## src/hw/rtl/ball_pair_collision_response_top_assert.svh

```systemverilog
// Assertion macros shared by the ball pair collision response block.
`ifndef BALL_PAIR_COLLISION_RESPONSE_TOP_ASSERT_SVH
`define BALL_PAIR_COLLISION_RESPONSE_TOP_ASSERT_SVH

// Condition implies property in the same cycle.
`define BPCR_ASSERT_SAME(lbl, cond, prop) \
  lbl: assert property (@(posedge clk) disable iff (!rst_n) (cond) |-> (prop)) \
    else $error("bpcr assertion failed");

// Condition implies property in the next cycle.
`define BPCR_ASSERT_NEXT(lbl, cond, prop) \
  lbl: assert property (@(posedge clk) disable iff (!rst_n) (cond) |=> (prop)) \
    else $error("bpcr assertion failed");

`endif

```

## src/hw/rtl/bpcr_pkg.sv

```systemverilog
// Package: shared types, codes and constants of the ball pair collision block.
package bpcr_pkg;

  localparam int FRAC_BITS_DEF = 16;
  localparam int SQRT_STEPS    = 32;

  localparam logic [16:0] REBOUND_RESET = 17'd32768;
  localparam logic        REG_REBOUND   = 1'b0;

  localparam logic [1:0] ST_APART      = 2'd0;
  localparam logic [1:0] ST_FIXED      = 2'd1;
  localparam logic [1:0] ST_RESOLVED   = 2'd2;
  localparam logic [1:0] ST_COINCIDENT = 2'd3;

  typedef enum logic [3:0] {
    C_NONE, C_STORE_A, C_LOAD_B, C_MUL, C_CHECK, C_SQRT,
    C_DIV_INIT, C_DIV_STEP, C_DIV_STORE
  } cop_t;

  typedef enum logic [4:0] {
    M_SQ0, M_SQ1, M_SQ2, M_RSQ,
    M_KA, M_KB, M_VP0, M_VP1, M_VP2,
    M_SA, M_SB, M_WA, M_WB,
    M_DA0, M_DA1, M_DA2, M_DB0, M_DB1, M_DB2,
    M_VA0, M_VA1, M_VA2, M_VB0, M_VB1, M_VB2
  } mop_t;

  typedef enum logic [2:0] {
    D_N0, D_N1, D_N2, D_CA, D_CB
  } dsel_t;

  typedef struct packed {
    cop_t  op;
    mop_t  mop;
    dsel_t dsel;
    logic  show_b;
  } cmd_t;

  typedef struct packed {
    logic [1:0] outcome;
  } sts_t;

  function automatic logic [1:0] mop_axis(input mop_t m);
    case (m)
      M_SQ1, M_VP1, M_DA1, M_DB1, M_VA1, M_VB1: return 2'd1;
      M_SQ2, M_VP2, M_DA2, M_DB2, M_VA2, M_VB2: return 2'd2;
      default:                                  return 2'd0;
    endcase
  endfunction

  function automatic logic signed [31:0] sat32(input logic signed [39:0] v);
    if (v > 40'sd2147483647) begin
      return 32'sh7fffffff;
    end else if (v < -40'sd2147483648) begin
      return 32'sh80000000;
    end else begin
      return v[31:0];
    end
  endfunction

endpackage

```

## src/hw/rtl/bpcr_ctrl.sv

```systemverilog
// Controller: sequences accept, products, square root, divisions and delivery.
module bpcr_ctrl #(
  parameter int FRAC_BITS = bpcr_pkg::FRAC_BITS_DEF
) (
  input  logic            clk,
  input  logic            rst_n,
  input  logic            in_valid,
  input  logic            in_slot,
  output logic            in_stall,
  output logic            out_valid,
  input  logic            out_stall,
  input  bpcr_pkg::sts_t  sts,
  output bpcr_pkg::cmd_t  cmd
);
  import bpcr_pkg::*;

  localparam int DW = 33 + FRAC_BITS;
  localparam int CW = $clog2(DW);

  typedef enum logic [9:0] {
    S_IDLE      = 10'b0000000001,
    S_MUL1      = 10'b0000000010,
    S_CHECK     = 10'b0000000100,
    S_SQRT      = 10'b0000001000,
    S_DIV_INIT  = 10'b0000010000,
    S_DIV_RUN   = 10'b0000100000,
    S_DIV_STORE = 10'b0001000000,
    S_MUL2      = 10'b0010000000,
    S_OUT_A     = 10'b0100000000,
    S_OUT_B     = 10'b1000000000
  } state_t;

  state_t         state_r, state_nxt;
  logic [CW-1:0]  cnt_r, cnt_nxt;
  mop_t           mop_r, mop_nxt;
  dsel_t          dsel_r, dsel_nxt;

  always_ff @(posedge clk) begin
    if (!rst_n) begin
      state_r <= S_IDLE;
      cnt_r   <= '0;
      mop_r   <= M_SQ0;
      dsel_r  <= D_N0;
    end else begin
      state_r <= state_nxt;
      cnt_r   <= cnt_nxt;
      mop_r   <= mop_nxt;
      dsel_r  <= dsel_nxt;
    end
  end

  always_comb begin
    state_nxt  = state_r;
    cnt_nxt    = cnt_r;
    mop_nxt    = mop_r;
    dsel_nxt   = dsel_r;
    cmd.op     = C_NONE;
    cmd.mop    = mop_r;
    cmd.dsel   = dsel_r;
    cmd.show_b = (state_r == S_OUT_B);
    case (state_r)
      S_IDLE: begin
        if (in_valid) begin
          if (in_slot) begin
            cmd.op    = C_LOAD_B;
            mop_nxt   = M_SQ0;
            state_nxt = S_MUL1;
          end else begin
            cmd.op = C_STORE_A;
          end
        end
      end
      S_MUL1: begin
        cmd.op = C_MUL;
        if (mop_r == M_RSQ) begin
          state_nxt = S_CHECK;
        end else begin
          mop_nxt = mop_t'(5'(mop_r) + 5'd1);
        end
      end
      S_CHECK: begin
        cmd.op  = C_CHECK;
        cnt_nxt = '0;
        if (sts.outcome == ST_RESOLVED) begin
          state_nxt = S_SQRT;
        end else begin
          state_nxt = S_OUT_A;
        end
      end
      S_SQRT: begin
        cmd.op = C_SQRT;
        if (cnt_r == CW'(SQRT_STEPS - 1)) begin
          cnt_nxt   = '0;
          dsel_nxt  = D_N0;
          state_nxt = S_DIV_INIT;
        end else begin
          cnt_nxt = cnt_r + 1'b1;
        end
      end
      S_DIV_INIT: begin
        cmd.op    = C_DIV_INIT;
        cnt_nxt   = '0;
        state_nxt = S_DIV_RUN;
      end
      S_DIV_RUN: begin
        cmd.op = C_DIV_STEP;
        if (cnt_r == CW'(DW - 1)) begin
          state_nxt = S_DIV_STORE;
        end else begin
          cnt_nxt = cnt_r + 1'b1;
        end
      end
      S_DIV_STORE: begin
        cmd.op = C_DIV_STORE;
        if (dsel_r == D_CB) begin
          mop_nxt   = M_KA;
          state_nxt = S_MUL2;
        end else begin
          dsel_nxt  = dsel_t'(3'(dsel_r) + 3'd1);
          state_nxt = S_DIV_INIT;
        end
      end
      S_MUL2: begin
        cmd.op = C_MUL;
        if (mop_r == M_VB2) begin
          state_nxt = S_OUT_A;
        end else begin
          mop_nxt = mop_t'(5'(mop_r) + 5'd1);
        end
      end
      S_OUT_A: begin
        if (!out_stall) begin
          state_nxt = S_OUT_B;
        end
      end
      S_OUT_B: begin
        if (!out_stall) begin
          state_nxt = S_IDLE;
        end
      end
      default: begin
        state_nxt = S_IDLE;
      end
    endcase
  end

  assign in_stall  = (state_r != S_IDLE);
  assign out_valid = (state_r == S_OUT_A) || (state_r == S_OUT_B);

endmodule

```

## config.mk

```make
export PLATFORM = sky130hd
export DESIGN_NAME = bpcr_ctrl
export DESIGN_NICKNAME = d
export VERILOG_FILES = /design/src/hw/rtl/ball_pair_collision_response_top_assert.svh /design/src/hw/rtl/bpcr_pkg.sv /design/src/hw/rtl/bpcr_ctrl.sv
export SDC_FILE = /design/constraint.sdc
export NUM_CORES = 1
export LEC_CHECK = 0
export CELL_PAD_IN_SITES_DETAIL_PLACEMENT = 0
export CELL_PAD_IN_SITES_GLOBAL_PLACEMENT = 2
export CORE_ASPECT_RATIO = 1.75
export CORE_MARGIN = 2
export CORE_UTILIZATION = 33
export DETAILED_ROUTE_END_ITERATION = 10
export DONT_BUFFER_PORTS = 1
export GPL_ROUTABILITY_DRIVEN = 1
export GPL_TIMING_DRIVEN = 0
export PLACE_DENSITY = 0.74
export SLEW_MARGIN = 20
export SYNTH_ARGS = -nofsm -noshare
export SYNTH_HDL_FRONTEND = slang
export SYNTH_SLANG_ARGS = --single-unit
```

## constraint.sdc

```tcl
create_clock -name clk -period 2.6 [get_ports clk]
set_clock_uncertainty 0.05 [all_clocks]
set_input_delay 0.13 -clock clk [delete_from_list [all_inputs] [get_ports clk]]
set_output_delay 0.13 -clock clk [all_outputs]
set_load 0.1 [all_outputs]
```

==> flow_summary.json, run 1 <==
{
  "critical_path_class": "reg -> out",
  "max_freq_mhz": 397,
  "synthTopCellsByCount": "24 x dfxtp_1, 15 x a21oi_1, 15 x nand3_1, 13 x nand2_1, 13 x nor2_1",
  "leakage_nw": 0.657,
  "worst-path-buf-inv": 2,
  "die_h_um": 96.9,
  "fin_area_um2": 1910,
  "stdcell_count": 270,
  "slew_headroom_pct": 29.7,
  "crit_start": "state_r[8]",
  "dp_cells": 265,
  "antenna_found_initial": 0,
  "mappedNetlistArea_um2": 1630,
  "period_minus_slack_ps": 2520,
  "p_clk_share_pct": 18.2,
  "hp-class": "in -> reg",
  "hold_viol": 0,
  "endpoint_kind": "primary output",
  "drtIter0Drc": 41,
  "row_count": 33,
  "post_drt_wl_per_cell_um": 18.5,
  "numCtsBuffers": 3,
  "synthArstFlopShare_pct": 0,
  "yosysTopAreaCellShare_pct": 29.5,
  "port_buffers": 0,
  "r2r-end": "state_r[0]",
  "h-tree-depth": 1,
  "synth_edf_count": 0,
  "dr.pass1.iters": 4,
  "die_width_um": 57.1,
  "vias": 1682,
  "dieArea_um2": 5540,
  "synth_top_area_cell": "dfxtp_1",
  "grt.overflow.total": 0,
  "placed_cell_area_um2": 1750,
  "yosysUniqueCellTypes": 43,
  "crit_end": "cmd[11]",
  "ys_warn_count": 0,
  "ant_nets": 0,
  "grt_use_total_pct": 18.6,
  "p_seq_share_pct": 29.0,
  "status": "finished clean",
  "p_comb_share_pct": 52.7,
  "ys.flop_type": "dfxtp_1",
  "root_buffer": "clkbuf_8",
  "p_int_uw": 781,
  "r2r_cells": 7,
  "place_congestion": 0.838,
  "path_cells": "buf_6 > or4_4 > or3_4 > buf_4 > nor2_4",
  "critPathTopFamily": "simple AND/OR/NAND/NOR gates",
  "r2r-start": "state_r[8]",
  "ys_seq_area_share_pct": 29.5,
  "critical-path-slowest-cell": "nor2_4",
  "grt_pass1_wl_um": 8110,
  "netlist_top_cells_area": "dfxtp_1 29%, a21oi_1 4.6%, ha_1 4.6%",
  "crit_path_max_incr_delay_ps": 550,
  "drc": 0,
  "area_growth_pct": 17.4,
  "crit_path_start_kind": "flop",
  "drt_wl_total_um": 4990,
  "tightest_slew_ps": 1050,
  "clock_latency_ps": 270,
  "rrSetupSlack_ps": 100,
  "critPathMaxFanout": 8,
  "diodes": 0,
  "syn_area_per_cell_um2": 7.68,
  "setup_viol": 0,
  "core-area_um2": 4710,
  "p_sw_share_pct": 46.3,
  "synthCells": 212,
  "clock-sinks": 24,
  "synth_nets": 225,
  "slew_violations": 0,
  "timing.final.crit_share_pct": 96.8,
  "grt_pass1_vias": 1638,
  "ir_drop_v": 0.000429,
  "rsz0062_at_grt": "yes",
  "drive_gt1_share_pct": 15.1,
  "cts_tree": "built",
  "power_density_nw_per_um2": 759,
  "required_ps": 2420,
  "cp.arrival_ps": 2340,
  "dp_hpwl_um": 3870,
  "max_cap_viol_count": 0,
  "cts.reportedPaths.clkPinSlew_ps": 90,
  "grt_max_degree": 14,
  "start_util_pct": 34.6,
  "cp_num_cells": 5,
  "clock_path_buffers": 2,
  "synth.most_common_cell": "dfxtp_1",
  "nets": 232,
  "ys_seq_elements": 24,
  "p_switching_uw": 672,
  "viasPerCell": 6.23,
  "pin_count": 22
}
==> logic make-up (layout without fill, tap and decap cells) <==
logic type,after synthesis,count (layout),synth area share [%]
AO/OA/AOI/OAI,51,51,19.4
adder cells (fa/ha/maj),6,6,4.61
multiplexers,1,1,0.614
XOR/XNOR,6,6,3.23
buffers and inverters,22,28,5.76
flip-flops,24,24,29.5
AND/OR/NAND/NOR,102,102,36.9
==> cell usage in the layout (no fill, tap or decap), types with 4 or more instances in the layout <==
cell / instances
o21ai_0: 12
inv_1: 9
ha_1: 6
nor4_1: 4
nor2_1: 10
nand2b_1: 6
dfxtp_1: 16
o21a_1: 4
dfxtp_2: 8
nor3_1: 7
nand3_1: 14
nand4_1: 7
nor4_4: 4
nand2_1: 13
nor4b_1: 8
clkbuf_8: 4
clkbuf_1: 6
a21oi_1: 15
xnor2_1: 4
==> final cells by class <==
cell class | count | area, µm²
fillers | 520 | 2790
multi-input cells | 166 | 1160
flip-flops and latches | 24 | 490
well taps | 52 | 65.1
repair buffers | 5 | 60.1
clock buffers | 4 | 55.1
inverters | 11 | 43.8
plain buffers | 8 | 38.8
==> through the flow <==
stage	hold slack, ps	power (mW)	setup WS (ps)	util [%]	setup TNS, ps
5_1_grt	33.7	1.54	-18.7	40.6	-32.6
3_5_place_dp	236	1.10	-316	37.1	-2340
6_report	24.0	1.45	84.0	40.6	0
4_1_cts	13.9	1.40	10.8	39.5	0
3_3_place_gp	237	1.07	-314	36.5	-2610
2_1_floorplan	223	0.960	65.3	-	0
==> worst min path at each step <==
stage	startpoint	to	depth (start not counted)
after floorplan	rst_n	state_r[0]	2
after global placement	rst_n	state_r[0]	2
after detailed placement	rst_n	state_r[0]	2
after CTS	sts[0]	state_r[3]	3
after global routing	sts[0]	state_r[3]	3
final	sts[0]	state_r[3]	3
==> power groups by stage <==
| stage | Sequential [mW] | Combinational, mW | Clock [mW] |
|---|---|---|---|
| finish | 0.422 | 0.766 | 0.265 |
| global route | 0.425 | 0.825 | 0.285 |
| CTS | 0.419 | 0.709 | 0.269 |
| global placement | 0.423 | 0.648 | 0 |
| floorplan | 0.415 | 0.545 | 0 |
| detailed placement | 0.422 | 0.676 | 0 |
==> worst reg2reg max path: cells and delay by family, from the launching register on <==
family / cells / cell delay [ps]
AO/OA/AOI/OAI: 1 / 230
buffers and inverters: 2 / 300
flip-flops: 1 / 320
AND/OR/NAND/NOR: 4 / 1510
==> routing by layer <==
metal,wire length [µm],global-route usage (%),up-vias
li1,-,-,810
met1,1860,19.4,815
met2,2780,34.8,47
met3,235,3.34,10
met4,116,7.51,0
met5,0,0,-
==> registers in the layout, summed over array words and instances (netlist names) <==
name and cells:
state_r 10, mop_r 5, cnt_r 6, dsel_r 3
==> what timing repair did <==
action                                 CTS  global route
endpoints found under the hold margin    1             0
cloned                                   0             0
gates resized for setup                 14             9
setup endpoints to repair               19            17
hold buffers                             1             0
pin swaps                                4             7
setup buffers                            1             2
Note: power is estimated with default switching activity, not from simulation.
==> run 2, diff against run 1 <==
--- a/config.mk
+++ b/config.mk
@@ -15,6 +15,7 @@
 export GPL_ROUTABILITY_DRIVEN = 1
 export GPL_TIMING_DRIVEN = 0
 export PLACE_DENSITY = 0.74
+export SETUP_SLACK_MARGIN = 0.1
 export SLEW_MARGIN = 20
 export SYNTH_ARGS = -nofsm -noshare
 export SYNTH_HDL_FRONTEND = slang
==> run 2 against run 1 <==
Compared with the run above: sequential power is 1% lower; sequential share of layout area is 0.83 points lower; hold slack better by 26 ps; total power is 5.5% higher.
==> flow_summary.json, run 2 (synthesized netlist as in run 1, its figures left out) <==
{
  "ir_drop_v": 0.000361,
  "ant_nets": 0,
  "tightest_slew_ps": 1050,
  "rrSetupSlack_ps": 90,
  "timing.final.crit_share_pct": 96.7,
  "reg_top3": "state_r (10), cnt_r (6), mop_r (5)",
  "slew_headroom_pct": 30.0,
  "root_buffer": "clkbuf_8",
  "crit_path_start_kind": "flop",
  "regMostFlops": "state_r",
  "dieArea_um2": 5540,
  "critical-path-slowest-cell": "or4_4",
  "pin_count": 22,
  "dr.pass1.iters": 4,
  "post_drt_wl_per_cell_um": 19.4,
  "cts.reportedPaths.clkPinSlew_ps": 90,
  "period_minus_slack_ps": 2510,
  "rsz0062_at_grt": "yes",
  "grt.overflow.total": 0,
  "crit_path_max_incr_delay_ps": 560,
  "endpoint_kind": "flop",
  "max_cap_viol_count": 0,
  "layout_commonest_cell": "dfxtp_1",
  "core-area_um2": 4710,
  "clock_path_buffers": 2,
  "max_freq_mhz": 398,
  "finalPower_mw": 1.53,
  "drive_gt1_share_pct": 19.7,
  "place_congestion": 0.838,
  "power_density_nw_per_um2": 767,
  "grt.busiest_layer": "met2",
  "slew_violations": 0,
  "drc": 0,
  "dp_hpwl_um": 4170,
  "drtIter0Drc": 48,
  "worst-path-buf-inv": 2,
  "grt_use_total_pct": 20.0,
  "cp.arrival_ps": 2680,
  "start_util_pct": 34.6,
  "h-tree-depth": 1,
  "numCtsBuffers": 3,
  "grt_pass1_wl_um": 8760,
  "nets": 237,
  "area_growth_pct": 22.6,
  "grt_pass1_vias": 1729,
  "final_cell_mix": "16 x dfxtp_1, 14 x nand3_1, 14 x a21oi_1",
  "drt_wl_total_um": 5330,
  "required_ps": 2760,
  "status": "finished clean",
  "clock-sinks": 24,
  "critical_path_class": "reg -> reg",
  "cts_tree": "built",
  "port_buffers": 0,
  "hold_viol": 0,
  "grtUsageMet2_pct": 38.2,
  "antenna_found_initial": 0,
  "die_h_um": 96.9,
  "diodes": 0,
  "critPathMaxFanout": 7,
  "whs_ps": 49.8,
  "critPathTopFamily": "simple AND/OR/NAND/NOR gates",
  "largest_reg_flops": 10,
  "viasPerCell": 6.04,
  "vias": 1661,
  "die_width_um": 57.1,
  "path_cells": "buf_8 > or4_4 > or3_4 > or3_4 > buf_6 > or4_4 > a21oi_2",
  "clock_latency_ps": 280,
  "leakage_nw": 0.690,
  "met1_usage_pct": 20.5,
  "row_count": 33,
  "setup_viol": 0,
  "hp-class": "in -> reg",
  "grtUsageMet3_pct": 2.41,
  "grt_max_degree": 15
}
==> run 2: cell type report <==
class | instances | area, µm²
fillers | 504 | 2710
multi-input cells | 166 | 1180
flip-flops and latches | 24 | 495
repair buffers | 8 | 72.6
plain buffers | 10 | 67.6
well taps | 52 | 65.1
inverters | 11 | 46.3
clock buffers | 3 | 41.3
clock inverters | 1 | 30.0
==> run 2: power breakdown <==
part	internal, mW	switching (mW)	total, mW
Sequential	0.385	0.0320	0.417
Clock	0.206	0.137	0.343
Combinational	0.253	0.520	0.772
Total	0.844	0.688	1.53
==> run 2: stage by stage <==
stage | utilization, % | cells | setup slack (ps) | area [µm²] | TNS [ps]
2_1_floorplan | - | 212 | 145 | 1660 | 0
3_3_place_gp | 36.7 | 264 | -300 | 1730 | -2610
3_5_place_dp | 37.0 | 265 | -306 | 1740 | -2550
4_1_cts | 40.5 | 273 | 60.3 | 1900 | 0
5_1_grt | 42.4 | 275 | 23.8 | 2000 | 0
6_report | 42.4 | 275 | 86.2 | 2000 | 0
==> run 2: worst paths after layout <==
path,startpoint,endpoint,cells after the start
setup / recovery,state_r[9],cnt_r[4],7
hold / removal,in_valid,state_r[1],2
setup reg to reg,state_r[9],cnt_r[4],7
hold reg to reg,cnt_r[1],cnt_r[1],2
==> run 2: what timing repair did <==
action,4_1_cts,5_1_grt
buffers inserted,3,2
hold buffers,1,1
pin swaps,4,3
resized for setup,18,21
endpoints found under the setup margin,22,15
endpoints found under the hold margin,1,1
==> run 2: layer usage <==
metal	vias up	share of wire, %
li1	824	-
met1	788	37
met2	35	57
met3	14	2.9
met4	0	3.4
met5	-	0
==> run 3, diff against run 2 <==
==> constraint.sdc (replaced) <==
create_clock -name clk -period 2.6 [get_ports clk]
set_clock_uncertainty 0.05 [all_clocks]
set_input_delay 0.52 -clock clk [delete_from_list [all_inputs] [get_ports clk]]
set_output_delay 0.52 -clock clk [all_outputs]
set_load 0.1 [all_outputs]
==> run 3 against run 2 <==
Compared with the run above: the run now ends with negative setup slack left; clock power down 1%; clock-buffer cell count is the same; via count increased by 3.2%; wire length increased by 4.8%; core utilization rose by 2.9 points; critical path depth shrank 3; die area is the same; non-clock buffer count up 8; first-iteration DRC count up 17%; worst setup slack got worse by 240 ps; critical path type is now reg -> out; critical endpoint is now cmd[11]; largest power group unchanged; highest routed layer unchanged.
==> flow_summary.json, run 3 (synthesized netlist as in run 1, its figures left out) <==
{
  "port_buffers": 0,
  "p_comb_share_pct": 54.8,
  "reg_top3": "state_r (10), cnt_r (6), mop_r (5)",
  "leakage_nw": 0.746,
  "crit_path_start_kind": "flop",
  "slew_violations": 0,
  "nets": 245,
  "grt_max_degree": 15,
  "required_ps": 2030,
  "p_switching_uw": 736,
  "largest_reg_flops": 10,
  "drc": 0,
  "vias": 1714,
  "viasPerCell": 6.06,
  "drive_gt1_share_pct": 28.1,
  "critical_path_class": "reg -> out",
  "status": "finished with violations",
  "post_drt_wl_per_cell_um": 19.7,
  "timing.final.crit_share_pct": 106,
  "ant_nets": 0,
  "drtIter0Drc": 56,
  "root_buffer": "clkbuf_8",
  "endpoint_kind": "primary output",
  "p_int_uw": 941,
  "numCtsBuffers": 3,
  "clock_path_buffers": 2,
  "placed_cell_area_um2": 1760,
  "grt_pass1_vias": 1838,
  "dieArea_um2": 5540,
  "power_density_nw_per_um2": 787,
  "antenna_found_initial": 0,
  "clock-sinks": 24,
  "critPathMaxFanout": 4,
  "final.setup.tns_ps": -326,
  "critPathTopFamily": "simple AND/OR/NAND/NOR gates",
  "hold_viol": 0,
  "diodes": 0,
  "die_h_um": 96.9,
  "pin_count": 22,
  "p_seq_share_pct": 25.0,
  "dr.pass1.iters": 4,
  "dp_hpwl_um": 4110,
  "die_width_um": 57.1,
  "p_sw_share_pct": 43.9,
  "worst-path-buf-inv": 1,
  "cts.reportedPaths.clkPinSlew_ps": 90,
  "tightest_slew_ps": 1050,
  "layout_setup_ws_ps": -153,
  "max_freq_mhz": 363,
  "cp.arrival_ps": 2180,
  "violations": "negative setup slack",
  "stdcell_count": 283,
  "h-tree-depth": 1,
  "drt_wl_total_um": 5590,
  "clock_latency_ps": 270,
  "final_cell_mix": "14 x buf_4, 14 x nand3_1, 13 x nand2_1, 13 x a21oi_1, 13 x dfxtp_1",
  "grt_pass1_wl_um": 9080,
  "dp_cells": 265,
  "rsz0062_at_grt": "yes",
  "cts_tree": "built",
  "grt_use_total_pct": 20.8,
  "regMostFlops": "state_r",
  "start_util_pct": 34.6,
  "period_minus_slack_ps": 2750,
  "place_congestion": 0.810,
  "grt.overflow.total": 0,
  "row_count": 33,
  "setup_viol": 4,
  "max_cap_viol_count": 0,
  "p_clk_share_pct": 20.2,
  "ir_drop_v": 0.000687,
  "crit_path_max_incr_delay_ps": 560,
  "area_growth_pct": 30.9,
  "path_cells": "buf_6 > or4_4 > or3_4 > nor2_4",
  "fin_area_um2": 2130,
  "slew_headroom_pct": 29.7,
  "core-area_um2": 4710,
  "hp-class": "in -> reg",
  "critical-path-slowest-cell": "or4_4"
}
## run 3: changes by cell type in the layout (fill, tap and decap cells not counted), moves of 3 or more
cell     before  now
buf_4         5   14
buf_6         2    6
dfxtp_1      16   13
dfxtp_2       6    9
## run 3: layout make-up
class	instances	area, µm²
Buffer	9	61.3
Clock buffer	3	41.3
Clock inverter	1	30.0
Fill cell	486	2570
Inverter	11	50.0
Multi-Input combinational cell	166	1230
Sequential cell	24	499
Tap cell	52	65.1
Timing Repair Buffer	17	156
## run 3: final timing paths
path	cells after the start	end	start	slack (ps)
worst min register to register	2	cnt_r[1]	cnt_r[1]	460
worst max register to register	8	cnt_r[5]	state_r[8]	-10
worst max-delay path	4	cmd[11]	state_r[8]	-150
worst min-delay path	2	state_r[0]	rst_n	360
## run 3: per-stage QoR
step                      power (mW)  setup slack, ps  hold WS (ps)  util [%]
after global placement          1.10             -371           421      36.9
after floorplan                0.973             -134           410         -
final                           1.68             -153           362      45.3
after CTS                       1.64             -183           361      43.4
after detailed placement        1.14             -437           447      37.5
after global routing            1.76             -197           369      45.3
## run 3: power by group through the flow
stage               combinational (mW)  clock [mW]  sequential (mW)
floorplan                        0.558           0            0.416
global placement                 0.678           0            0.422
detailed placement               0.718           0            0.421
CTS                              0.881       0.343            0.418
global route                     0.974       0.358            0.424
finish                           0.920       0.338            0.419
## run 3: layer usage
| layer | track usage [%] | part of all wire (%) |
|---|---|---|
| met2 | 39.8 | 58 |
| met3 | 2.81 | 2.6 |
| met5 | 0 | 0 |
| met4 | 9.30 | 2.9 |
| met1 | 21.3 | 36 |
## run 3: what timing repair did
action | CTS | global route
gates resized for setup | 32 | 25
cloned | 0 | 0
setup buffers | 14 | 3
pin swaps | 12 | 6
endpoints found under the setup margin | 23 | 23
hold endpoints to repair | 0 | 0
hold buffers | 0 | 0
